<file path="config.mk">
export PLATFORM = sky130hd
export DESIGN_NAME = ffha_stats
export DESIGN_NICKNAME = d
export VERILOG_FILES = /design/src/hdl/ffha_pkg.sv /design/src/hdl/ffha_stats.sv
export SDC_FILE = /design/constraint.sdc
export NUM_CORES = 1
export LEC_CHECK = 0
export BUFFER_PORTS_ARGS = -buffer_cell sky130_fd_sc_hd__buf_4
export CORE_MARGIN = 5
export CORE_UTILIZATION = 50
export DETAILED_ROUTE_END_ITERATION = 16
export HOLD_SLACK_MARGIN = 0.06
export PLACE_DENSITY = 0.81
export SLEW_MARGIN = 20
export SYNTH_ARGS = -nofsm -noshare
export SYNTH_HDL_FRONTEND = slang
export SYNTH_SLANG_ARGS = --single-unit
</file>
<file path="constraint.sdc">
create_clock -name clk -period 3 [get_ports clk]
set_input_delay 0.15 -clock clk [delete_from_list [all_inputs] [get_ports clk]]
set_output_delay 0.15 -clock clk [all_outputs]
set_load 0.01 [all_outputs]
</file>
<file path="src/hdl/ffha_pkg.sv">
package ffha_pkg;

	// Heap geometry.
	localparam int HEAP_BYTES     = 65536;
	localparam int GRANULE_BYTES  = 16;
	localparam int FREE_HDR_BYTES = 16;
	localparam int USED_HDR_BYTES = 16;
	localparam int MIN_FREE_BYTES = 32;
	localparam int NGRAN          = HEAP_BYTES / GRANULE_BYTES;
	localparam int GRAN_AW        = $clog2(NGRAN);
	localparam int SPAN_W         = GRAN_AW + 1;
	localparam int TAG_W          = 16;

	// Tag kinds, held in the top two bits of a tag.
	localparam logic [1:0] KIND_NONE = 2'd0;
	localparam logic [1:0] KIND_FREE = 2'd1;
	localparam logic [1:0] KIND_USED = 2'd2;

	// Operation and status codes.
	localparam logic OP_ALLOC = 1'b0;
	localparam logic OP_FREE  = 1'b1;

	localparam logic [1:0] ST_OK       = 2'd0;
	localparam logic [1:0] ST_NO_MEM   = 2'd1;
	localparam logic [1:0] ST_BAD_ADDR = 2'd2;

	typedef struct packed {
		logic        op;
		logic [15:0] request_bytes;
		logic [15:0] block_addr;
	} cmd_t;

	typedef struct packed {
		logic [1:0]  status;
		logic [15:0] data_addr;
		logic [16:0] free_bytes;
		logic [16:0] used_bytes;
		logic [12:0] free_blocks;
		logic [12:0] used_blocks;
		logic [16:0] peak_bytes;
		logic [12:0] peak_blocks;
	} result_t;

	typedef struct packed {
		logic [16:0] free_total;
		logic [16:0] used_total;
		logic [12:0] free_count;
		logic [12:0] used_count;
	} stats_t;

	typedef struct packed {
		logic   we;
		stats_t val;
	} stats_upd_t;

	typedef enum logic [3:0] {
		S_INIT, S_IDLE, S_CHK, S_ARD, S_AEV, S_AW2,
		S_FRD, S_FEV, S_FTGT, S_FNXT, S_FCOMMIT, S_DONE
	} state_t;

endpackage

</file>
<file path="src/hdl/ffha_stats.sv">
module ffha_stats import ffha_pkg::*; (
	input  logic       clk,
	input  logic       arst_n,
	input  stats_upd_t upd,
	output stats_t     cur,
	output logic [16:0] peak_bytes,
	output logic [12:0] peak_blocks
);

	stats_t      stats_q;
	logic [16:0] peak_bytes_q;
	logic [12:0] peak_blocks_q;

	// Running totals and high-water marks.
	always_ff @(posedge clk or negedge arst_n) begin
		if (!arst_n) begin
			stats_q.free_total <= 17'(HEAP_BYTES - FREE_HDR_BYTES);
			stats_q.used_total <= '0;
			stats_q.free_count <= 13'd1;
			stats_q.used_count <= '0;
			peak_bytes_q       <= '0;
			peak_blocks_q      <= '0;
		end else if (upd.we) begin
			stats_q <= upd.val;
			if (upd.val.used_total > peak_bytes_q) begin
				peak_bytes_q <= upd.val.used_total;
			end
			if (upd.val.used_count > peak_blocks_q) begin
				peak_blocks_q <= upd.val.used_count;
			end
		end
	end

	assign cur         = stats_q;
	assign peak_bytes  = peak_bytes_q;
	assign peak_blocks = peak_blocks_q;

endmodule

</file>
# ---- Word level (Yosys, flattened, before mapping)
# Index checks and enable logic that the tools add are counted.
dict set report totals {
  regBits 90
}
dict set report op_classes {
  n_lt_le_gt_ge 2
  n_reduce_logical 2
}
# operator count
set op_table {}
lappend op_table {{17-bit > comparator} 1}
lappend op_table {{13-bit > comparator} 1}
lappend op_table {{2-bit AND reduction} 2}

# ---- Logic depth before layout (Yosys ltp)
# Gate-level depths: netlist of run 1.
dict set report depth {
  ltp_word 2
  ltp_mapped 8
}

# ---- Worst setup path before layout of run 1
# Ideal clock, no wire load.
dict set report synth_path {
  path_type {reg2reg}
  from {register peak_bytes_q[16] (netlist: peak_bytes[16])}
  to {register peak_bytes_q[10] (netlist: peak_bytes[10])}
  setup_time_ns 0.125
  arrival_ns 2.064
  t_required_ns 2.875
  setup_slack_ns 0.811
  path_stages_with_launch 9
  path_buffers 1
  period_less_slack_ns 2.189
  cell_sequence {dfrtp_1 > inv_1 > ha_1 > nand4_4 > nor4_4 > o21ai_2 > a31oi_4 > buf_12 > mux2_4}
}
dict set report synth_between {
  elab_chain_cells 2
}
# item line_no
set synth_rtl {}
lappend synth_rtl {{from (decl)} ffha_stats.sv:11} ;# logic [16:0] peak_bytes_q;
lappend synth_rtl {{from (signal assigned)} ffha_stats.sv:26} ;# peak_bytes_q <= upd.val.used_total;
lappend synth_rtl {{17-bit > comparator} ffha_stats.sv:25} ;# if (upd.val.used_total > peak_bytes_q) begin
lappend synth_rtl {{2-bit AND reduction (no source line)} --}
# No other way between the ends.
# A chain may end at the register's enable or synchronous reset.

# ---- Worst setup path after layout of run 1
dict set report layout_path {
  from {input port upd[42] (netlist name)}
  to {register peak_bytes_q[3] (netlist: peak_bytes[3])}
}
dict set report layout_between {
  elab_chain_cells 2
}
# item line_no
set layout_rtl {}
lappend layout_rtl {{from (decl)} ffha_stats.sv:4} ;# input stats_upd_t upd,
lappend layout_rtl {{17-bit > comparator} ffha_stats.sv:25}
lappend layout_rtl {{2-bit AND reduction (no source line)} --}
# No other way between the ends.

==> impl_metrics.tcl, run 1 <==
set metrics [dict create \
    status "finished, final reports clean" \
    antenna_left 0 \
    layout_common_cells "buf_4 (159), mux2_2 (78), dfrtp_1 (77), dlygate4sd3_1 (60), inv_1 (32)" \
    cts_tree "yes" \
    multi_input_area_sq_um 1745 \
    grt_start_max_net_pins 61 \
    pwr_density_cell_nw_per_um2 707.3 \
    grt.overflow.total 0 \
    mappedNetlistArea_sq_um 4188 \
    ir_drop_v 0.0004556 \
    worstReg2RegEnd "peak_bytes[3]$_DFFE_PN0P_" \
    crit_chain "dlygate4sd3_1 > buf_4 > ha_1 > nand4_4 > nor4_4 > o21ai_2 > a31oi_4 > buf_4 > mux2_2" \
    routed_wl_microns 10300 \
    regArea_sq_um 2268 \
    synthToLayoutAreaGrowth_pct 49.39 \
    slew_headroom 0.4729 \
    coreArea_sq_um 8175 \
    worst_setup_path_start_kind "primary input" \
    required_ps 3230 \
    worstPathArrival_ps 2740 \
    fin_crit_sh 0.8373 \
    hold_path_depth 2 \
    start_util 0.5122 \
    drive_gt1_frac 0.5341 \
    ys_types 27 \
    slew_viol_final 0 \
    clock-sinks 90 \
    reg2reg_depth 8 \
    hold_path_end "peak_bytes[12]$_DFFE_PN0P_" \
    antenna_found_initial 0 \
    yosys_register_bits 90 \
    first_pass_iters 4 \
    synthMuxAreaShare 0.2510 \
    fin_setup_tns_ps 0 \
    synthTopCellsByArea "dfrtp_1 (46%), mux2_2 (21%), ha_1 (9.0%), dfstp_2 (8.2%), mux2_4 (3.6%)" \
    layout_commonest_cell "buf_4" \
    grt_pass1_wl_microns 16570 \
    row_count 33 \
    tightest_slew_ps 790.7 \
    critPathTopFamily "buffers and inverters" \
    cts.path.max_buffers 2 \
    grt_pass1_vias 3386 \
    critPathBufInv 3 \
    drtIter0Drc 59 \
    cp_common_cell "buf_4" \
    rsz0062_at_grt "false" \
    synth_top_family_by_area "multiplexers" \
    timing.fmax_ghz 0.3981 \
    hp-class "primary input to register" \
    nets 616 \
    cp_slowest_cell "dlygate4sd3_1" \
    wire_per_inst_microns 16.27 \
    synthAdderAreaFrac 0.08963 \
    path_max_fanout 9 \
    synth_cells 302 \
    dp_hpwl_microns 7256 \
    antennaDiodeCount 0 \
    cap_violations 0 \
    cts_max_level 3 \
    synth_simple_gate_area_frac 0.04243 \
    final-setup-viol-count 0 \
    final_hold_viol_count 0 \
    total_power_mw 4.425 \
    cp-end-kind "register" \
    hold_start "upd[38]" \
    reg2reg_slack_ps 560 \
    synth_top_area_cell "dfrtp_1" \
    synth_fp_nets 395 \
    worst-setup-path-type "primary input to register" \
    synth_top_area_frac 0.4601 \
    n_fill_cell 514 \
    fin_skew_ps 11.35 \
    reg2reg_from "peak_bytes[16]$_DFFE_PN0P_" \
    fp.dieW_microns 101.5 \
    critPathMaxStageDelay_ps 550 \
    gr-usage-all-layers 0.2066 \
    die_area_sq_um 10310 \
    path_clk_slew_ps 80 \
    yosysWarnings 0 \
    fin_crit_ps 2512 \
    synth_compound_area_frac 0.03376 \
    clk_latency_ps 340 \
    io_buffers 152 \
    leakage_nw 3.031 \
    die_height_microns 101.5 \
    cts_setup_buffers 0 \
    cts_root_buffer "clkbuf_8" \
    vias_per_cell 4.949 \
    cts_made_buffers 9 \
    via_count 3133 \
    synth_area_per_cell_sq_um 13.87 \
    ys_seq_area_frac 0.5417 \
    pin_count 153 \
    synthXorXnorAreaFrac 0 \
    post-route-drc-count 0 \
    routabilityCongestion 0.7502 \
]
==> routing by layer <==
metal / GRT usage / vias up / routed length [microns]
met5: 0 / - / 0
met4: 0.06851 / 0 / 145
met3: 0.04545 / 14 / 620
li1: - / 1498 / -
met1: 0.2558 / 1529 / 4184
met2: 0.3587 / 92 / 5346
==> report_power, final <==
part	switching [mW]	internal, mW
combinational	0.840	1.04
sequential	0.213	1.52
clock	0.433	0.377
==> sequential cells by signal (all words and copies together), names as in the netlist <==
signal,cells
cur,60
peak_bytes,17
peak_blocks,13
==> logic make-up (layout without fill, tap and decap cells) <==
kind of cell               after synthesis  after routing
AOI/OAI and AO/OA                       21             21
adders and majority gates               30             30
buffers and inverters                   41            267
DFF                                     90             90
muxes                                   90             90
and+or+nand+nor                         30             30
==> worst max path at each step <==
stage                                    start                         end  slack, ps  cells past startpoint
floorplan           peak_bytes[16]$_DFFE_PN0P_  peak_bytes[10]$_DFFE_PN0P_        810                      8
global placement    peak_bytes[16]$_DFFE_PN0P_   peak_bytes[3]$_DFFE_PN0P_        680                      8
detailed placement  peak_bytes[16]$_DFFE_PN0P_   peak_bytes[4]$_DFFE_PN0P_        580                      8
CTS                                    upd[42]   peak_bytes[3]$_DFFE_PN0P_        490                      9
global route                           upd[42]   peak_bytes[3]$_DFFE_PN0P_        370                      9
finish                                 upd[42]   peak_bytes[3]$_DFFE_PN0P_        490                      9
==> layout make-up <==
| class | instances | share of cell area |
|---|---|---|
| clock buffers | 11 | 0.02600 |
| multi-input cells | 171 | 0.2790 |
| repair buffers | 219 | 0.2868 |
| inverters | 32 | 0.01920 |
| flip-flops and latches | 90 | 0.3626 |
| well taps | 105 | 0.02100 |
| clock inverters | 5 | 0.005400 |
==> Yosys cell counts (all sizes together) <==
master and instances:
a21bo 1, a21oi 12, a221oi 1, a31oi 1, buf 2, clkbuf 7, dfrtp 77, dfstp 13
ha 30, inv 32, mux2 90, nand2 11, nand2b 2, nand3 4, nand4 4, nor2 4
nor3 3, nor4 2, o21ai 4, o221ai 1, o41ai 1
==> metrics by stage <==
stage	hold slack [ps]	cells	setup WS, ps	area, sq um	util
finish	77.13	633	488.2	6256	0.7652
global route	60.68	633	368.3	6256	0.7652
CTS	63.62	632	493.7	6246	0.7640
detailed placement	177.1	557	575.3	5459	0.6677
global placement	175.9	557	676.6	5459	0.6677
floorplan	-145.6	302	811.1	4188	-
==> timing repair <==
action / CTS / global route
hold endpoints to repair: 121 / 1
hold buffers: 59 / 1
gates resized for setup: 0 / 0
(Power assumes the default switching activity.)
==> inputs of run 2 (changes only) <==
Settings changed: CORE_UTILIZATION 50 to 45, PLACE_DENSITY 0.81 to 0.77.
Clock period 3 ns to 2 ns, I/O delays scaled along.
==> run 2 against run 1 <==
Compared with the run above:
- the run now ends with negative setup slack left
- global-route usage rose by 1.2 points
- sequential share of layout area fell by 3.5 points
- clock power increased by 71%
- first-iteration DRC count rose by 53%
- worst setup slack got worse by 710 ps
- cell area up 11%
- clock skew decreased by 3.0 ps
==> impl_metrics.tcl, run 2 (synthesis results as in run 1) <==
set metrics [dict create \
    antenna_found_initial 0 \
    tightest_slew_ps 602.4 \
    required_ps 2240 \
    n_fill_cell 591 \
    die_area_sq_um 11340 \
    reg2reg_depth 8 \
    multi_input_area_sq_um 2004 \
    reg2reg_from "peak_bytes[13]$_DFFE_PN0P_" \
    clock-sinks 90 \
    first_pass_iters 4 \
    path_max_fanout 6 \
    hold_path_depth 3 \
    wire_per_inst_microns 17.80 \
    via_count 3361 \
    cap_violations 0 \
    rsz0062_at_grt "true" \
    layout_commonest_cell "buf_4" \
    dpl.cell_count 593 \
    leakage_nw 3.342 \
    grt_pass1_vias 3896 \
    setup_ws_ps -223.9 \
    ir_drop_v 0.0005123 \
    hold_start "upd[8]" \
    worstPathArrival_ps 2460 \
    drive_gt1_frac 0.6158 \
    io_buffers 152 \
    crit_start "peak_bytes[13]$_DFFE_PN0P_" \
    hp-class "primary input to register" \
    largest_register_ffs 60 \
    path_clk_slew_ps 90 \
    final-setup-viol-count 30 \
    nets 658 \
    synthToLayoutAreaGrowth_pct 65.10 \
    cts.path.max_buffers 2 \
    cts_root_buffer "clkbuf_8" \
    slew_viol_final 0 \
    worstReg2RegEnd "peak_bytes[7]$_DFFE_PN0P_" \
    coreArea_sq_um 9153 \
    fin_crit_sh 1.112 \
    pwr_density_cell_nw_per_um2 1155 \
    start_util 0.4576 \
    row_count 35 \
    grt.overflow.total 0 \
    gr-usage-all-layers 0.2189 \
    antenna_left 0 \
    reg2reg_slack_ps -220 \
    post-route-drc-count 0 \
    regArea_sq_um 2268 \
    worst_setup_path_start_kind "register" \
    fin_skew_ps 8.361 \
    final_hold_viol_count 0 \
    cts_max_level 3 \
    dp_hpwl_microns 7549 \
    cp-end-kind "register" \
    vias_per_cell 4.935 \
    grt_pass1_wl_microns 19680 \
    violations "negative setup slack" \
    slew_headroom 0.5984 \
    timing.fmax_ghz 0.4497 \
    cts_tree "yes" \
    grt_start_max_net_pins 46 \
    fp.dieW_microns 106.5 \
    total_power_mw 7.984 \
    routed_wl_microns 12120 \
    cts_made_buffers 9 \
    hold_path_end "cur[8]$_DFFE_PN0P_" \
    routabilityCongestion 0.7538 \
    layout_common_cells "buf_4 (196), dfrtp_1 (77), mux2_2 (65), dlygate4sd3_1 (59), inv_1 (27)" \
    drtIter0Drc 90 \
    instances_no_fill 681 \
    status "finished with violations" \
    antennaDiodeCount 0 \
    worst-setup-path-type "register to register" \
    fin_crit_ps 2224 \
    die_height_microns 106.5 \
    clk_latency_ps 350 \
    pin_count 153 \
]
==> run 2: changes by cell type in the layout (fill, tap and decap cells not counted), sizes merged <==
cell / delta
buf: +41
a21oi: +1
bufinv: +1
dlygate4sd3: -1
clkbuf: +2
inv: -2
==> run 2: stage by stage <==
stage | hold slack, ps | util | setup TNS [ps] | cell area (sq um) | setup slack (ps)
after detailed placement | 149.4 | 0.6278 | -7307 | 5746 | -298.5
after global placement | 145.8 | 0.6278 | -5659 | 5746 | -205.3
after floorplan | -195.6 | - | -2359 | 4220 | -183.5
after global routing | 82.19 | 0.7554 | -6615 | 6914 | -285.0
after CTS | 84.50 | 0.7435 | -3230 | 6805 | -203.6
final | 95.41 | 0.7554 | -4711 | 6914 | -223.9
==> run 2: final cells by class <==
class / count / share of cell area
sequential: 90 / 0.3281
timing repair buffer: 260 / 0.3109
multi-input combinational: 172 / 0.2899
clock buffer: 12 / 0.02552
tap: 111 / 0.02009
inverter: 32 / 0.01737
clock inverter: 4 / 0.008143
==> run 2: timing repair <==
item,4_1_cts,5_1_grt
buffers inserted,4,9
endpoints found under the setup margin,30,30
hold endpoints to repair,129,0
resized for setup,30,15
hold buffers,59,0
pin swaps,11,10
cloned,2,0
==> run 2: how the worst max path moves through the flow <==
stage / endpoint / slack, ps
after floorplan: peak_bytes[10]$_DFFE_PN0P_ / -180
after global placement: peak_blocks[12]$_DFFE_PN0P_ / -210
after detailed placement: peak_blocks[0]$_DFFE_PN0P_ / -300
after CTS: peak_bytes[13]$_DFFE_PN0P_ / -200
after global routing: peak_bytes[15]$_DFFE_PN0P_ / -290
final: peak_bytes[7]$_DFFE_PN0P_ / -220
==> run 2: where the power goes <==
group	switching, mW	leakage, nW	internal, mW
registers	0.267	1.04	2.28
clock network	0.659	0.118	0.729
logic	1.71	2.19	2.34
total	2.64	3.34	5.34
==> run 2: per-layer routing <==
metal	wire length (microns)	global-route usage
met1	4759	0.2480
met2	6372	0.3937
met3	572	0.05647
met4	418	0.08493
met5	0	0
==> run 2: critical path: stages (launching register included) <==
cell and delay (ps):
dfrtp_1 380, inv_2 50, ha_4 270, nand4_4 140, nor4_4 380, o21ai_2 130, a31oi_4 250, clkbuf_16 210
mux2_4 300
