### src/hdl/ffha_pkg.sv
package ffha_pkg;

	// Heap geometry.
	localparam int HEAP_BYTES     = 65536;
	localparam int GRANULE_BYTES  = 16;
	localparam int FREE_HDR_BYTES = 16;
	localparam int USED_HDR_BYTES = 16;
	localparam int MIN_FREE_BYTES = 32;
	localparam int NGRAN          = HEAP_BYTES / GRANULE_BYTES;
	localparam int GRAN_AW        = $clog2(NGRAN);
	localparam int SPAN_W         = GRAN_AW + 1;
	localparam int TAG_W          = 16;

	// Tag kinds, held in the top two bits of a tag.
	localparam logic [1:0] KIND_NONE = 2'd0;
	localparam logic [1:0] KIND_FREE = 2'd1;
	localparam logic [1:0] KIND_USED = 2'd2;

	// Operation and status codes.
	localparam logic OP_ALLOC = 1'b0;
	localparam logic OP_FREE  = 1'b1;

	localparam logic [1:0] ST_OK       = 2'd0;
	localparam logic [1:0] ST_NO_MEM   = 2'd1;
	localparam logic [1:0] ST_BAD_ADDR = 2'd2;

	typedef struct packed {
		logic        op;
		logic [15:0] request_bytes;
		logic [15:0] block_addr;
	} cmd_t;

	typedef struct packed {
		logic [1:0]  status;
		logic [15:0] data_addr;
		logic [16:0] free_bytes;
		logic [16:0] used_bytes;
		logic [12:0] free_blocks;
		logic [12:0] used_blocks;
		logic [16:0] peak_bytes;
		logic [12:0] peak_blocks;
	} result_t;

	typedef struct packed {
		logic [16:0] free_total;
		logic [16:0] used_total;
		logic [12:0] free_count;
		logic [12:0] used_count;
	} stats_t;

	typedef struct packed {
		logic   we;
		stats_t val;
	} stats_upd_t;

	typedef enum logic [3:0] {
		S_INIT, S_IDLE, S_CHK, S_ARD, S_AEV, S_AW2,
		S_FRD, S_FEV, S_FTGT, S_FNXT, S_FCOMMIT, S_DONE
	} state_t;

endpackage

### src/hdl/ffha_ctrl.sv
module ffha_ctrl import ffha_pkg::*; (
	input  logic               clk,
	input  logic               arst_n,
	input  logic               start,
	input  cmd_t               cmd,
	output logic               busy,
	output logic               fin,
	output logic [1:0]         fin_status,
	output logic [15:0]        fin_addr,
	input  stats_t             st,
	output stats_upd_t         upd,
	output logic               ram_we,
	output logic [GRAN_AW-1:0] ram_waddr,
	output logic [TAG_W-1:0]   ram_wdata,
	output logic [GRAN_AW-1:0] ram_raddr,
	input  logic [TAG_W-1:0]   ram_rdata
);

	state_t state_q, state_d;

	logic              op_q;
	logic [16:0]       adj_q;
	logic [17:0]       need_q;
	logic [SPAN_W-1:0] g_q, tgt_q, prev_q, prev_span_q, span_q, uspan_q, nspan_q;
	logic              has_prev_q, prev_free_q, nfree_q, split_q;
	logic [1:0]        status_q;
	logic [15:0]       addr_q;

	// Fields of the tag just read.
	logic [1:0]        t_kind;
	logic [SPAN_W-1:0] t_span;
	logic [16:0]       t_bytes;
	logic              fit;
	logic [16:0]       rem;
	logic              split;
	logic [SPAN_W-1:0] need_span;
	logic [SPAN_W-1:0] nxt;
	logic              bad_free;
	logic [16:0]       cmd_adj;
	logic [16:0]       tspan_bytes;

	assign t_kind    = ram_rdata[15:14];
	assign t_span    = (ram_rdata[SPAN_W-1:0] == '0) ? SPAN_W'(1) : ram_rdata[SPAN_W-1:0];
	assign t_bytes   = 17'(t_span) << 4;
	assign fit       = (t_kind == KIND_FREE) && ({1'b0, t_bytes} >= need_q);
	assign rem       = t_bytes - need_q[16:0];
	assign split     = rem >= 17'(FREE_HDR_BYTES);
	assign need_span = need_q[SPAN_W+3:4];
	assign nxt       = tgt_q + t_span;
	assign tspan_bytes = 17'(span_q) << 4;

	assign cmd_adj  = (17'(cmd.request_bytes) + 17'(GRANULE_BYTES - 1)) & ~17'(GRANULE_BYTES - 1);
	assign bad_free = (cmd.block_addr < 16'(USED_HDR_BYTES)) || (cmd.block_addr[3:0] != 4'd0)
		|| (18'((cmd.block_addr - 16'(USED_HDR_BYTES)) >> 4) >= 18'(NGRAN));

	// State register.
	always_ff @(posedge clk or negedge arst_n) begin
		if (!arst_n) begin
			state_q <= S_INIT;
		end else begin
			state_q <= state_d;
		end
	end

	// Next state, tag memory access and statistics commit.
	always_comb begin
		state_d   = state_q;
		ram_we    = 1'b0;
		ram_waddr = g_q[GRAN_AW-1:0];
		ram_wdata = '0;
		ram_raddr = g_q[GRAN_AW-1:0];
		upd.we    = 1'b0;
		upd.val   = st;
		unique case (state_q)
			S_INIT: begin
				ram_we    = 1'b1;
				ram_waddr = '0;
				ram_wdata = {KIND_FREE, 1'b0, SPAN_W'(NGRAN)};
				state_d   = S_IDLE;
			end
			S_IDLE: begin
				if (start) begin
					if (cmd.op == OP_ALLOC) begin
						state_d = S_CHK;
					end else if (bad_free) begin
						state_d = S_DONE;
					end else begin
						state_d = S_FRD;
					end
				end
			end
			S_CHK: begin
				if (st.free_total < 17'(MIN_FREE_BYTES) || adj_q > st.free_total) begin
					state_d = S_DONE;
				end else begin
					state_d = S_ARD;
				end
			end
			S_ARD: begin
				state_d = (g_q >= SPAN_W'(NGRAN)) ? S_DONE : S_AEV;
			end
			S_AEV: begin
				if (fit) begin
					if (split) begin
						ram_we    = 1'b1;
						ram_waddr = GRAN_AW'(g_q + need_span);
						ram_wdata = {KIND_FREE, 1'b0, t_span - need_span};
					end
					state_d = S_AW2;
				end else begin
					state_d = S_ARD;
				end
			end
			S_AW2: begin
				ram_we     = 1'b1;
				ram_wdata  = {KIND_USED, 1'b0, uspan_q};
				upd.we     = 1'b1;
				upd.val.free_total = split_q ? st.free_total - need_q[16:0]
					: st.free_total - tspan_bytes + 17'(FREE_HDR_BYTES);
				upd.val.used_total = st.used_total + (17'(uspan_q) << 4)
					- 17'(USED_HDR_BYTES);
				upd.val.free_count = split_q ? st.free_count : st.free_count - 13'd1;
				upd.val.used_count = st.used_count + 13'd1;
				state_d    = S_DONE;
			end
			S_FRD: begin
				if (g_q < tgt_q && g_q < SPAN_W'(NGRAN)) begin
					state_d = S_FEV;
				end else if (g_q != tgt_q) begin
					state_d = S_DONE;
				end else begin
					state_d = S_FTGT;
				end
			end
			S_FEV: begin
				state_d = S_FRD;
			end
			S_FTGT: begin
				ram_raddr = nxt[GRAN_AW-1:0];
				if (t_kind != KIND_USED) begin
					state_d = S_DONE;
				end else if (nxt < SPAN_W'(NGRAN)) begin
					state_d = S_FNXT;
				end else begin
					state_d = S_FCOMMIT;
				end
			end
			S_FNXT: begin
				state_d = S_FCOMMIT;
			end
			S_FCOMMIT: begin
				ram_we = 1'b1;
				if (prev_free_q) begin
					ram_waddr = prev_q[GRAN_AW-1:0];
					ram_wdata = {KIND_FREE, 1'b0,
						prev_span_q + span_q + (nfree_q ? nspan_q : '0)};
				end else begin
					ram_waddr = tgt_q[GRAN_AW-1:0];
					ram_wdata = {KIND_FREE, 1'b0, span_q + (nfree_q ? nspan_q : '0)};
				end
				upd.we = 1'b1;
				upd.val.free_total = st.free_total + tspan_bytes - 17'(FREE_HDR_BYTES)
					+ (nfree_q ? 17'(FREE_HDR_BYTES) : '0)
					+ (prev_free_q ? 17'(FREE_HDR_BYTES) : '0);
				upd.val.used_total = st.used_total - tspan_bytes + 17'(USED_HDR_BYTES);
				upd.val.free_count = st.free_count + 13'd1 - 13'(nfree_q)
					- 13'(prev_free_q);
				upd.val.used_count = st.used_count - 13'd1;
				state_d = S_DONE;
			end
			S_DONE: begin
				state_d = S_IDLE;
			end
			default: begin
				state_d = S_IDLE;
			end
		endcase
	end

	// Working registers of the walk.
	always_ff @(posedge clk) begin
		case (state_q)
			S_IDLE: begin
				op_q        <= cmd.op;
				adj_q       <= cmd_adj;
				need_q      <= 18'(cmd_adj) + 18'(USED_HDR_BYTES);
				g_q         <= '0;
				tgt_q       <= SPAN_W'((cmd.block_addr - 16'(USED_HDR_BYTES)) >> 4);
				has_prev_q  <= 1'b0;
				prev_free_q <= 1'b0;
				prev_q      <= '0;
				prev_span_q <= '0;
				addr_q      <= '0;
				status_q    <= (cmd.op == OP_FREE && bad_free) ? ST_BAD_ADDR : ST_OK;
			end
			S_CHK: begin
				if (st.free_total < 17'(MIN_FREE_BYTES) || adj_q > st.free_total) begin
					status_q <= ST_NO_MEM;
				end
			end
			S_ARD: begin
				if (g_q >= SPAN_W'(NGRAN)) begin
					status_q <= ST_NO_MEM;
				end
			end
			S_AEV: begin
				if (fit) begin
					split_q <= split;
					span_q  <= t_span;
					uspan_q <= split ? need_span : t_span;
					addr_q  <= 16'((32'(g_q) << 4) + 32'(USED_HDR_BYTES));
				end else begin
					g_q <= g_q + t_span;
				end
			end
			S_FRD: begin
				if (!(g_q < tgt_q && g_q < SPAN_W'(NGRAN)) && g_q != tgt_q) begin
					status_q <= ST_BAD_ADDR;
				end
			end
			S_FEV: begin
				prev_q      <= g_q;
				has_prev_q  <= 1'b1;
				prev_free_q <= (t_kind == KIND_FREE);
				prev_span_q <= t_span;
				g_q         <= g_q + t_span;
			end
			S_FTGT: begin
				span_q  <= t_span;
				nfree_q <= 1'b0;
				if (t_kind != KIND_USED) begin
					status_q <= ST_BAD_ADDR;
				end
			end
			S_FNXT: begin
				nfree_q <= (t_kind == KIND_FREE);
				nspan_q <= t_span;
			end
			default: begin
			end
		endcase
	end

	assign busy       = (state_q != S_IDLE);
	assign fin        = (state_q == S_DONE);
	assign fin_status = status_q;
	assign fin_addr   = (op_q == OP_ALLOC && status_q == ST_OK) ? addr_q : '0;

	// A previous-block merge is only possible once the walk has passed a block.
	a_prev_seen: assert property (@(posedge clk) disable iff (!arst_n)
		prev_free_q |-> has_prev_q) else $error("merge below without a walked block");
	// Statistics are committed only just before the result.
	a_commit_done: assert property (@(posedge clk) disable iff (!arst_n)
		upd.we |=> fin) else $error("statistics commit not followed by result");
	// A free never reports a data address.
	a_free_addr: assert property (@(posedge clk) disable iff (!arst_n)
		(fin && op_q == OP_FREE) |-> fin_addr == '0) else $error("free with address");

endmodule

### config.mk
export PLATFORM = sky130hd
export DESIGN_NAME = ffha_ctrl
export DESIGN_NICKNAME = d
export VERILOG_FILES = /design/src/hdl/ffha_pkg.sv /design/src/hdl/ffha_ctrl.sv
export SDC_FILE = /design/constraint.sdc
export NUM_CORES = 1
export LEC_CHECK = 0
export ABC_AREA = 0
export BUFFER_PORTS_ARGS = -buffer_cell sky130_fd_sc_hd__buf_2
export CAP_MARGIN = 20
export CORE_MARGIN = 10
export CORE_UTILIZATION = 45
export CTS_BUF_LIST = sky130_fd_sc_hd__clkbuf_8
export DETAILED_ROUTE_END_ITERATION = 10
export PLACE_DENSITY = 0.69
export SLEW_MARGIN = 20
export SYNTH_ARGS = -nofsm -noshare
export SYNTH_HDL_FRONTEND = slang
export SYNTH_SLANG_ARGS = --single-unit
### constraint.sdc
create_clock -name clk -period 3.9 [get_ports clk]
set_input_delay 0 -clock clk [delete_from_list [all_inputs] [get_ports clk]]
set_output_delay 0 -clock clk [all_outputs]
set_load 0.005 [all_outputs]
# --- After elaboration in Yosys (flattened, before gate mapping) ---
# Cells that the tools add are included.
word_totals:
  ff_bits: 146
op_classes:
  addsub: 30
  order_cmp: 10
  n_eq_ne: 22
  mux: 48
  bitwise: 1
  reduce_logical: 26
ops:
  columns: ["operator", "n"]
  rows:
  - ["$pmux W61 S2", 1]
  - ["$mux W13", 7]
  - ["$sub A17 B17 Y17", 4]
  - ["$pmux W16 S4", 1]
  - ["$add A13 B13 Y13", 4]
  - ["$pmux W13 S2", 2]
  - ["$mux W12", 4]
  - ["$pmux W13 S3", 1]
  - ["$pmux W12 S3", 1]
  - ["$pmux W4 S9", 1]
  - ["$add A17 B17 Y17", 2]
  - ["$add A17 B5 Y17", 2]
  - ["$add A17 B5 Y17 const B", 2]
  - ["$sub A17 B5 Y17 const B", 2]
  - ["$mux W16", 2]
  - ["$pmux W16 S2", 1]
  - ["$mux W15", 2]
  - ["$add A13 B1 Y13 const B", 2]
  - ["$lt A13 B13 Y1 const B", 2]
  - ["$sub A13 B1 Y13", 2]
  - ["$sub A13 B1 Y13 const B", 2]
  - ["$mux W4", 6]
  - ["$pmux W12 S2", 1]
  - ["$add A17 B5 Y18 const B", 1]
  - ["45 further kinds", 82]

# --- Depth between registers and ports, before layout ---
# Gate-level depths: netlist of run 1.
logic_depth:
  word_depth: 7
  depth_mapped: 17

# --- Worst setup path before layout of run 1 ---
# Ideal clock, no wire load.
synth_timing:
  path_kind: "reg-to-output"
  from: "register state_q[2]"
  to: "output upd[12] (netlist name)"
  arrival_ps: 3401
  t_required_ps: 3900
  setup_slack_ps: 499
  path_stages_with_launch: 17
  path_buffers: 2
  cell_sequence: "dfrtp_1 -> clkbuf_1 -> inv_2 -> nand2_1 -> or2_2 -> clkinv_1 -> buf_1 -> ha_1 -> a21o_1 -> a21oi_1 -> nor2b_1 -> o211ai_1 -> nand2_1 -> a41oi_1 -> a21oi_1 -> mux2i_1 -> xnor2_1"
synth_rtl:
  columns: ["item", "line", "rtl"]
  rows:
  - ["start: declaration", "ffha_ctrl.sv:19", "state_t state_q, state_d;"]
  - ["start signal: assignment", "ffha_ctrl.sv:61", "state_q <= state_d;"]
  - ["end: declaration", "ffha_ctrl.sv:11", "output stats_upd_t upd,"]

# --- Final worst setup path of run 1 ---
layout_timing:
  from: "register need_q[4]"
  to: "output ram_waddr[0]"
layout_via:
  elab_chain_len: 5
  elab_cells_between_ends: 8
layout_rtl:
  columns: ["item", "line", "rtl"]
  rows:
  - ["start: declaration", "ffha_ctrl.sv:23", "logic [17:0] need_q;"]
  - ["start signal: assignment", "ffha_ctrl.sv:186", "need_q <= 18'(cmd_adj) + 18'(USED_HDR_BYTES);"]
  - ["$sub A17 B17 Y17", "ffha_ctrl.sv:46", "assign rem = t_bytes - need_q[16:0];"]
  - ["$ge A17 B5 Y1", "ffha_ctrl.sv:47", "assign split = rem >= 17'(FREE_HDR_BYTES);"]
  - ["$mux W12", "ffha_ctrl.sv:104", "if (split) begin"]
  - ["$mux W12 (*)", "ffha_ctrl.sv:103", "if (fit) begin"]
  - ["$pmux W12 S3 (*)", "ffha_ctrl.sv:74", "unique case (state_q)"]
  - ["end: declaration", "ffha_ctrl.sv:13", "output logic [GRAN_AW-1:0] ram_waddr,"]
# Every way passes the cells marked *; elsewhere a longest branch is shown, timed or not.

==> results of run 1 <==
[area by class of cell]
type / count / area share, %
clock inverter: 15 / 0.8486
antenna: 1 / 0.01221
inverter: 198 / 3.657
tap: 468 / 2.857
clock buffer: 17 / 1.142
sequential: 138 / 20.12
multi-input combinational: 1559 / 59.39
timing repair buffer: 376 / 11.97
[path summary, 6_finish.rpt]
check / startpoint / to / slack, ns / cells past startpoint
worst max-delay path: need_q[4] / ram_waddr[0] / 0.02 / 14
worst min-delay path: st[26] / upd[26] / 0.000007 / 0
worst max register to register: need_q[7] / uspan_q[3] / 0.51 / 12
worst min register to register: need_q[16] / uspan_q[12] / 0.72 / 2
max in group asynchronous: arst_n / state_q[0] / 3.29 / 3
min in group asynchronous: arst_n / state_q[2] / 0.42 / 3
[what timing repair did]
item / 4_1_cts / 5_1_grt
pin swaps: 27 / 38
resized for setup: 45 / 77
setup buffers: 20 / 16
hold endpoints to repair: 66 / 0
endpoints found under the setup margin: 25 / 35
gates cloned: 1 / 1
hold buffers: 50 / 0
[cell usage in the layout (no fill, tap or decap), types with 68 or more instances in the layout]
cell type	count
ha_1	248
o21ai_0	85
xnor2_1	110
edfxtp_1	134
nor2_1	140
xor2_1	68
nand2_1	128
buf_4	95
inv_1	174
buf_2	224
a21oi_1	117
[registers in the layout (all words and copies together), names as in the netlist, 2 cells and up]
register and count:
fin_status 2, prev_q 12, addr_q 12, g_q 13
span_q 13, need_q 14, nspan_q 13, tgt_q 12
uspan_q 13, adj_q 13, prev_span_q 13, state_q 4
[metal layers]
metal	vias up	part of all wire, %	track usage, %
met5	-	0.031	0
met4	2	3.7	9.753
met3	118	8.3	4.326
met2	670	47	40.04
met1	7610	41	30.79
li1	7687	-	-
[per-stage QoR]
stage / worst slack (ns) / hold WS, ns / utilization [%]
3_5_place_dp: 0.2189 / -0.1849 / 51.10
4_1_cts: -0.06979 / 0.00003458 / 54.45
3_3_place_gp: 0.2937 / -0.1859 / 51.10
2_1_floorplan: 0.4988 / -0.2956 / -
6_report: 0.01940 / 0.000006602 / 55.85
5_1_grt: -0.1103 / 0.00004867 / 55.85
[power by group]
group	total [uW]	leakage (uW)	internal, uW	switching, uW
sequential	2820	0.00133	2340	480
combinational	8480	0.00779	3700	4770
clock	1240	0.000205	632	610
total	12500	0.00932	6680	5860
[kinds of logic after synthesis]
kind of cell             synth area share, %
XOR/XNOR                               9.375
AO/OA/AOI/OAI                          18.52
adder cells (fa/ha/maj)                23.07
flip-flops                             24.54
AND/OR/NAND/NOR                        16.99
other                                0.02232
buffers and inverters                  6.203
multiplexers                           1.273
==> parameters.txt, run 1 <==
Parameter                              Value

Outcome
  Run status ... completed

Timing
  Maximum achievable frequency ... ~260 MHz
  Share of the clock period used by the worst path after layout ... roughly 100%
  Clock period minus final worst setup slack ... 3.881 ns
  Worst slew margin ... between 20% and 30%
  Number of setup violations in the final report ... 0
  Setup repair after global routing missed its margin ... true
  Hold violation count in the final report ... 0
  Actual slew at the worst max-slew pin ... roughly 1.1 ns
  Max-slew violation count ... 0
  Setup TNS ... 0 ns
  Worst setup skew after layout ... approximately 0.012 ns

Pwr
  IR drop worst, VDD ... 0.2906 mV
  Areal power density over the cells ... around 610 nW/um^2
  Power after layout ... between 10,000 and 15,000 uW
  Static power due to leakage ... between 0.009 and 0.01 uW

Die
  Height of the die ... 213.2 microns
  Starting density of the core ... between 40% and 50%
  Core ar. ... 36,700 sq um
  Std-Cell Rows ... 70
  DIE AREA ... roughly 45,000 sq um
  Boundary Pins ... between 200 and 250
  Horizontal extent of the die ... 213.2 microns

Detailed routing
  Wirelength per Cell ... between 20 and 25 microns
  DRC violation total after the first TritonRoute iteration ... ~1,300
  Via count ... 16,090
  Detailed Routing Iterations Pass 1 ... 5
  Post-detailed-route DRC marker count ... 0
  Via count normalized by instance count ... just under 6
  Total routed wirelength ... roughly 57 mm
  Residual antenna-violating net count after detailed routing ... 0

Setup path
  Worst EP required ... approximately 3.9 ns
  Slowest library cell on the worst path ... or4_4
  Largest stage delay on the critical path ... ~0.55 ns
  Crit path arrival time ... slightly below 4 ns
  Setup CP Type ... register to output pin
  Critical Path End Type ... output pin
  Critical path buffers and inverters ... 3
  Top cell family by delay on the critical path ... compound AO/OA/AOI/OAI gates
  Maximum fanout count along the critical path ... 8
  Critical Path, Cell by Cell ... ha_2 -> inv_2 -> fa_2 -> a211o_1 -> o2111ai_2 -> a211oi_2 -> o21a_1 -> o31a_1 -> or4_4 -> nor3_4 -> buf_6 -> nor2_4 -> a221o_1 -> buf_2
  Category of the worst setup path launch point ... register

Run
  Max Cap Viol ... 0

Synth
  Fraction of synthesis flops using an asynchronous set or reset pin ... under 10%
  Top post-synthesis cells by count ... 273 x ha_1, 193 x inv_1, 143 x nor2_1
  Synthesis-stage register bit count ... about 140
  Synth Flop Type ... edfxtp_1
  Sequential area share after synthesis ... roughly a quarter
  Synth area leader ... edfxtp_1
  Ys Warns ... 0
  Area share of the largest cell type after synthesis ... a little under a quarter
  Netlist cell types ... between 80 and 90
  Most frequent cell after synthesis ... ha_1
  Mapped Area ... around 17,000 sq um
  Number of instances in the synthesized netlist ... between 1,500 and 2,000
  Dominant cells by area after synthesis ... edfxtp_1 24%, ha_1 20%, xnor2_1 5.7%
  Mean cell area of the mapped netlist ... ~8.6 sq um
  Number of flops mapped to enable cells by yosys ... 134

CTS
  Total CTS buffers ... 17
  Clock latency reported for the late side of the worst-skew pair ... approximately 0.47 ns
  Clk root buf ... clkbuf_8
  Htree depth ... 4
  Total clock sinks ... about 140
  Clk slew on worst S/H paths ... 0.08 ns
  Clock tree from TritonCTS ... yes
  Clock buffer depth ... 2

Cells and area
  Area growth, synth to finish ... 21.98%
  Post-Layout Cell Count ... around 2,800
  Final Instance Area ... 20,490 sq um
  Fraction of layout instances using a drive strength above 1 ... 20.80%
  Final Net Count ... ~2,700
  Layout filler cell count ... around 3,300
  Area of the multi-input gates ... approximately 12,000 sq um
  Sequential cell area ... between 4000 and 5000 sq um

Placement
  Placer's final routability congestion estimate ... 0.9384
  Instance count after placement with tap cells included ... around 2,700
  Half-perimeter wire length after placement ... approximately 45 mm
  PortBufs ... between 200 and 250
  Post-detailed-placement cell area ... approximately 19,000 sq um

Worst hold path
  Path category of the worst min-delay check ... primary input to output pin

GRT
  Largest net degree at the start of global routing ... 57
  Number of global-route vias before repair ... about 16,000
  First-pass GRT wire length ... between 80 and 90 mm
  Antenna violations before repair ... 2
  All-layer global routing usage ... between 20 and 25%
  Residual overflow from global routing ... 0
Power figures use the tool's default switching activity.
==> run 2: changes to the inputs <==
--- a/constraint.sdc
+++ b/constraint.sdc
@@ -3,2 +3,2 @@
 set_output_delay 0 -clock clk [all_outputs]
-set_load 0.005 [all_outputs]
+set_load 0.1 [all_outputs]
==> run 2 against run 1 <==
- the flow now finishes with violations (negative setup slack)
- critical path depth is 1 lower
- routed wire length increased by 2.2%
- global-route usage up 0.80 points
- first-iteration DRC count rose by 1.9%
- largest cell class unchanged
- via count up 0.63%
- count of clock-buffer cells in the layout did not move
- largest power group unchanged
- sequential share of layout area fell by 1.3 points
- worst setup slack got worse by 0.18 ns
- utilization grew 3.7 points
- non-clock buffer count grew 20
==> parameters.txt, run 2 (synthesized netlist as in run 1, its figures left out) <==
Parameter                              Value

Outcome
  Run status ... finished, violations left
  Violations in the final reports ... negative setup slack

GRT
  Largest net degree at the start of global routing ... 57 (unchanged)
  All-layer global routing usage ... 25.06% (+0.80 points)
  First-pass GRT wire length ... 88.45 mm (+2.8%)
  Number of global-route vias before repair ... 15,900 (+2.4%)
  Residual overflow from global routing ... 0 (unchanged)
  Antenna violations before repair ... 1 (-1)

CTS
  Clk slew on worst S/H paths ... 0.08 ns (about the same)
  Htree depth ... 4 (unchanged)
  Total clock sinks ... 138 (unchanged)
  Clk root buf ... clkbuf_8
  Clock tree from TritonCTS ... yes
  Clock latency reported for the late side of the worst-skew pair ... 0.47 ns (about the same)
  Clock buffer depth ... 2 (unchanged)
  Total CTS buffers ... 17 (unchanged)

Timing
  Final Hold Slack ... 0.0002169 ns (+0.0002103 ns)
  Minimum setup slack in the final design ... -0.1621 ns (-0.1815 ns)
  Worst setup skew after layout ... 0.02050 ns (+0.008767 ns)
  Clock period minus final worst setup slack ... 4.062 ns (+0.1815 ns)
  Setup repair after global routing missed its margin ... true
  Number of setup violations in the final report ... 18 (+18)
  Maximum achievable frequency ... 246.2 MHz (-4.5%)
  Worst slew margin ... 30.22% (+2.1 points)
  Max-slew violation count ... 0 (unchanged)
  Hold violation count in the final report ... 0 (unchanged)
  Share of the clock period used by the worst path after layout ... 104.2% (+4.7 points)
  Actual slew at the worst max-slew pin ... 1.043 ns (-0.03376 ns)

Worst hold path
  Path category of the worst min-delay check ... primary input to output pin

Pwr
  Static power due to leakage ... 0.009823 uW (+5.4%)
  Areal power density over the cells ... 748.9 nW/um^2 (+22%)
  IR drop worst, VDD ... 1.174 mV (+300%)

Placement
  Instance count after placement with tap cells included ... 2,664 (+0.49%)
  Placer's final routability congestion estimate ... 0.9639 (+2.7%)
  Worst setup slack after placement ... 0.08359 ns (-0.1353 ns)
  Half-perimeter wire length after placement ... 46.37 mm (+3.6%)
  PortBufs ... 225 (unchanged)

Die
  Std-Cell Rows ... 70 (unchanged)
  DIE AREA ... 45,470 sq um (unchanged)
  Horizontal extent of the die ... 213.2 microns (unchanged)
  Height of the die ... 213.2 microns (unchanged)
  Core ar. ... 36,700 sq um (unchanged)
  Starting density of the core ... 45.79% (unchanged)
  Boundary Pins ... 234 (unchanged)

Cells and area
  Fraction of layout instances using a drive strength above 1 ... 22.41% (+1.6 points)
  Number of flip-flops under the largest register name ... 14 (unchanged)
  Area growth, synth to finish ... 30.15%
  Most common library cell in the layout ignoring fill and taps ... ha_1
  Final Net Count ... 2,717 (+0.70%)
  Most flops, register ... need_q
  Top library cells by usage in the layout, fill and taps aside ... 248 x ha_1, 177 x inv_1, 148 x buf_2
  Post-Layout Cell Count ... 2,789 (+0.61%)

Setup path
  Setup CP Type ... register to output pin
  Largest stage delay on the critical path ... 0.53 ns (-0.02 ns)
  Worst EP required ... 3.90 ns (about the same)
  Maximum fanout count along the critical path ... 5 (-3)
  Critical Path End Type ... output pin
  Slowest library cell on the worst path ... edfxtp_1
  Critical path buffers and inverters ... 1 (-2)
  Cell mode on critical path ... xnor2_1
  Category of the worst setup path launch point ... register
  Crit path arrival time ... 4.06 ns (+0.18 ns)
  Top cell family by delay on the critical path ... compound AO/OA/AOI/OAI gates
  Critical Path, Cell by Cell ... and2_4 -> fa_1 -> ha_1 -> a21oi_2 -> o21ai_2 -> o41a_1 -> a211o_1 -> o31a_1 -> xnor2_1 -> a22oi_1 -> xnor2_1 -> o21ai_4 -> buf_12

Detailed routing
  Detailed Routing Iterations Pass 1 ... 8 (+3)
  Post-detailed-route DRC marker count ... 0 (unchanged)
  Via count normalized by instance count ... 5.804 (about the same)
  DRC violation total after the first TritonRoute iteration ... 1,282 (+1.9%)
  Total routed wirelength ... 58.72 mm (+2.2%)
  Wirelength per Cell ... 21.05 microns (+1.5%)
  Residual antenna-violating net count after detailed routing ... 0 (unchanged)
  Via count ... 16,190 (+0.63%)

Run
  Max Cap Viol ... 0 (unchanged)
-- run 2: cell types whose count changed in the layout (fill, tap and decap cells not counted), moves of 5 or more --
cell,before,now
o21ai_1,33,39
clkinv_2,0,5
buf_6,3,8
buf_12,3,76
o21ai_2,6,13
a21oi_1,117,110
a21oi_2,7,14
o21ai_0,85,71
buf_2,224,148
buf_4,95,113
inv_2,22,15
-- run 2: metrics by stage --
| stage | util (%) | area [sq um] | setup TNS [ns] | total power (uW) |
|---|---|---|---|---|
| CTS | 57.70 | 21170 | -1.416 | 15780 |
| finish | 59.59 | 21870 | -1.610 | 16380 |
| global route | 59.58 | 21870 | -4.113 | 17310 |
| global placement | 54.47 | 19990 | 0 | 14170 |
| floorplan | - | 16910 | -0.1968 | 10890 |
| detailed placement | 54.47 | 19990 | 0 | 14320 |
-- run 2: repair_timing --
item,4_1_cts,5_1_grt
pin swaps,35,45
buffers inserted,15,31
gates cloned,0,2
gates resized for setup,72,82
setup endpoints to repair,35,35
hold buffers,47,0
endpoints found under the hold margin,63,0
-- run 2: worst register-to-register path, stage by stage (launching register included) --
cell and delay (ns):
edfxtp_1 0.40, inv_2 0.08, ha_4 0.17, or4_1 0.51, o211a_1 0.27, a221o_1 0.35
xor2_2 0.17, or4_4 0.55, buf_6 0.14, nor3_4 0.26, buf_6 0.14, buf_12 0.10
buf_4 0.16, o21ai_1 0.07
-- run 2: cell type report --
| cell class | count | area, sq um |
|---|---|---|
| diodes | 1 | 2.502 |
| repair buffers | 396 | 3751 |
| clock inverters | 13 | 96.34 |
| well taps | 468 | 585.6 |
| fillers | 3120 | 14830 |
| multi-input cells | 1558 | 12320 |
| inverters | 198 | 754.5 |
| flip-flops and latches | 138 | 4124 |
| clock buffers | 17 | 234.0 |
-- run 2: final timing paths --
| path | start | end | slack, ns | depth (start not counted) |
|---|---|---|---|---|
| max in group asynchronous | arst_n | state_q[3] | 3.30 | 3 |
| min in group asynchronous | arst_n | state_q[1] | 0.42 | 3 |
| min | st[26] | upd[26] | 0.0002 | 0 |
| min reg2reg | need_q[7] | uspan_q[3] | 0.72 | 2 |
| max | nfree_q | ram_wdata[12] | -0.16 | 13 |
| max reg2reg | need_q[10] | uspan_q[1] | 0.30 | 13 |
-- run 2: power by group --
part | leakage [uW] | internal, uW | total (uW) | switching (uW)
logic | 0.00832 | 4600 | 12600 | 8000
registers | 0.00133 | 2340 | 2750 | 412
clock network | 0.000168 | 435 | 1020 | 585
-- run 2: metal layers --
layer / vias up / GRT usage [%] / part of all wire (%)
li1: 7720 / - / -
met1: 7716 / 31.01 / 41
met2: 640 / 43.04 / 48
met3: 112 / 3.886 / 6.8
met4: 0 / 9.460 / 3.4
met5: - / 0 / 0
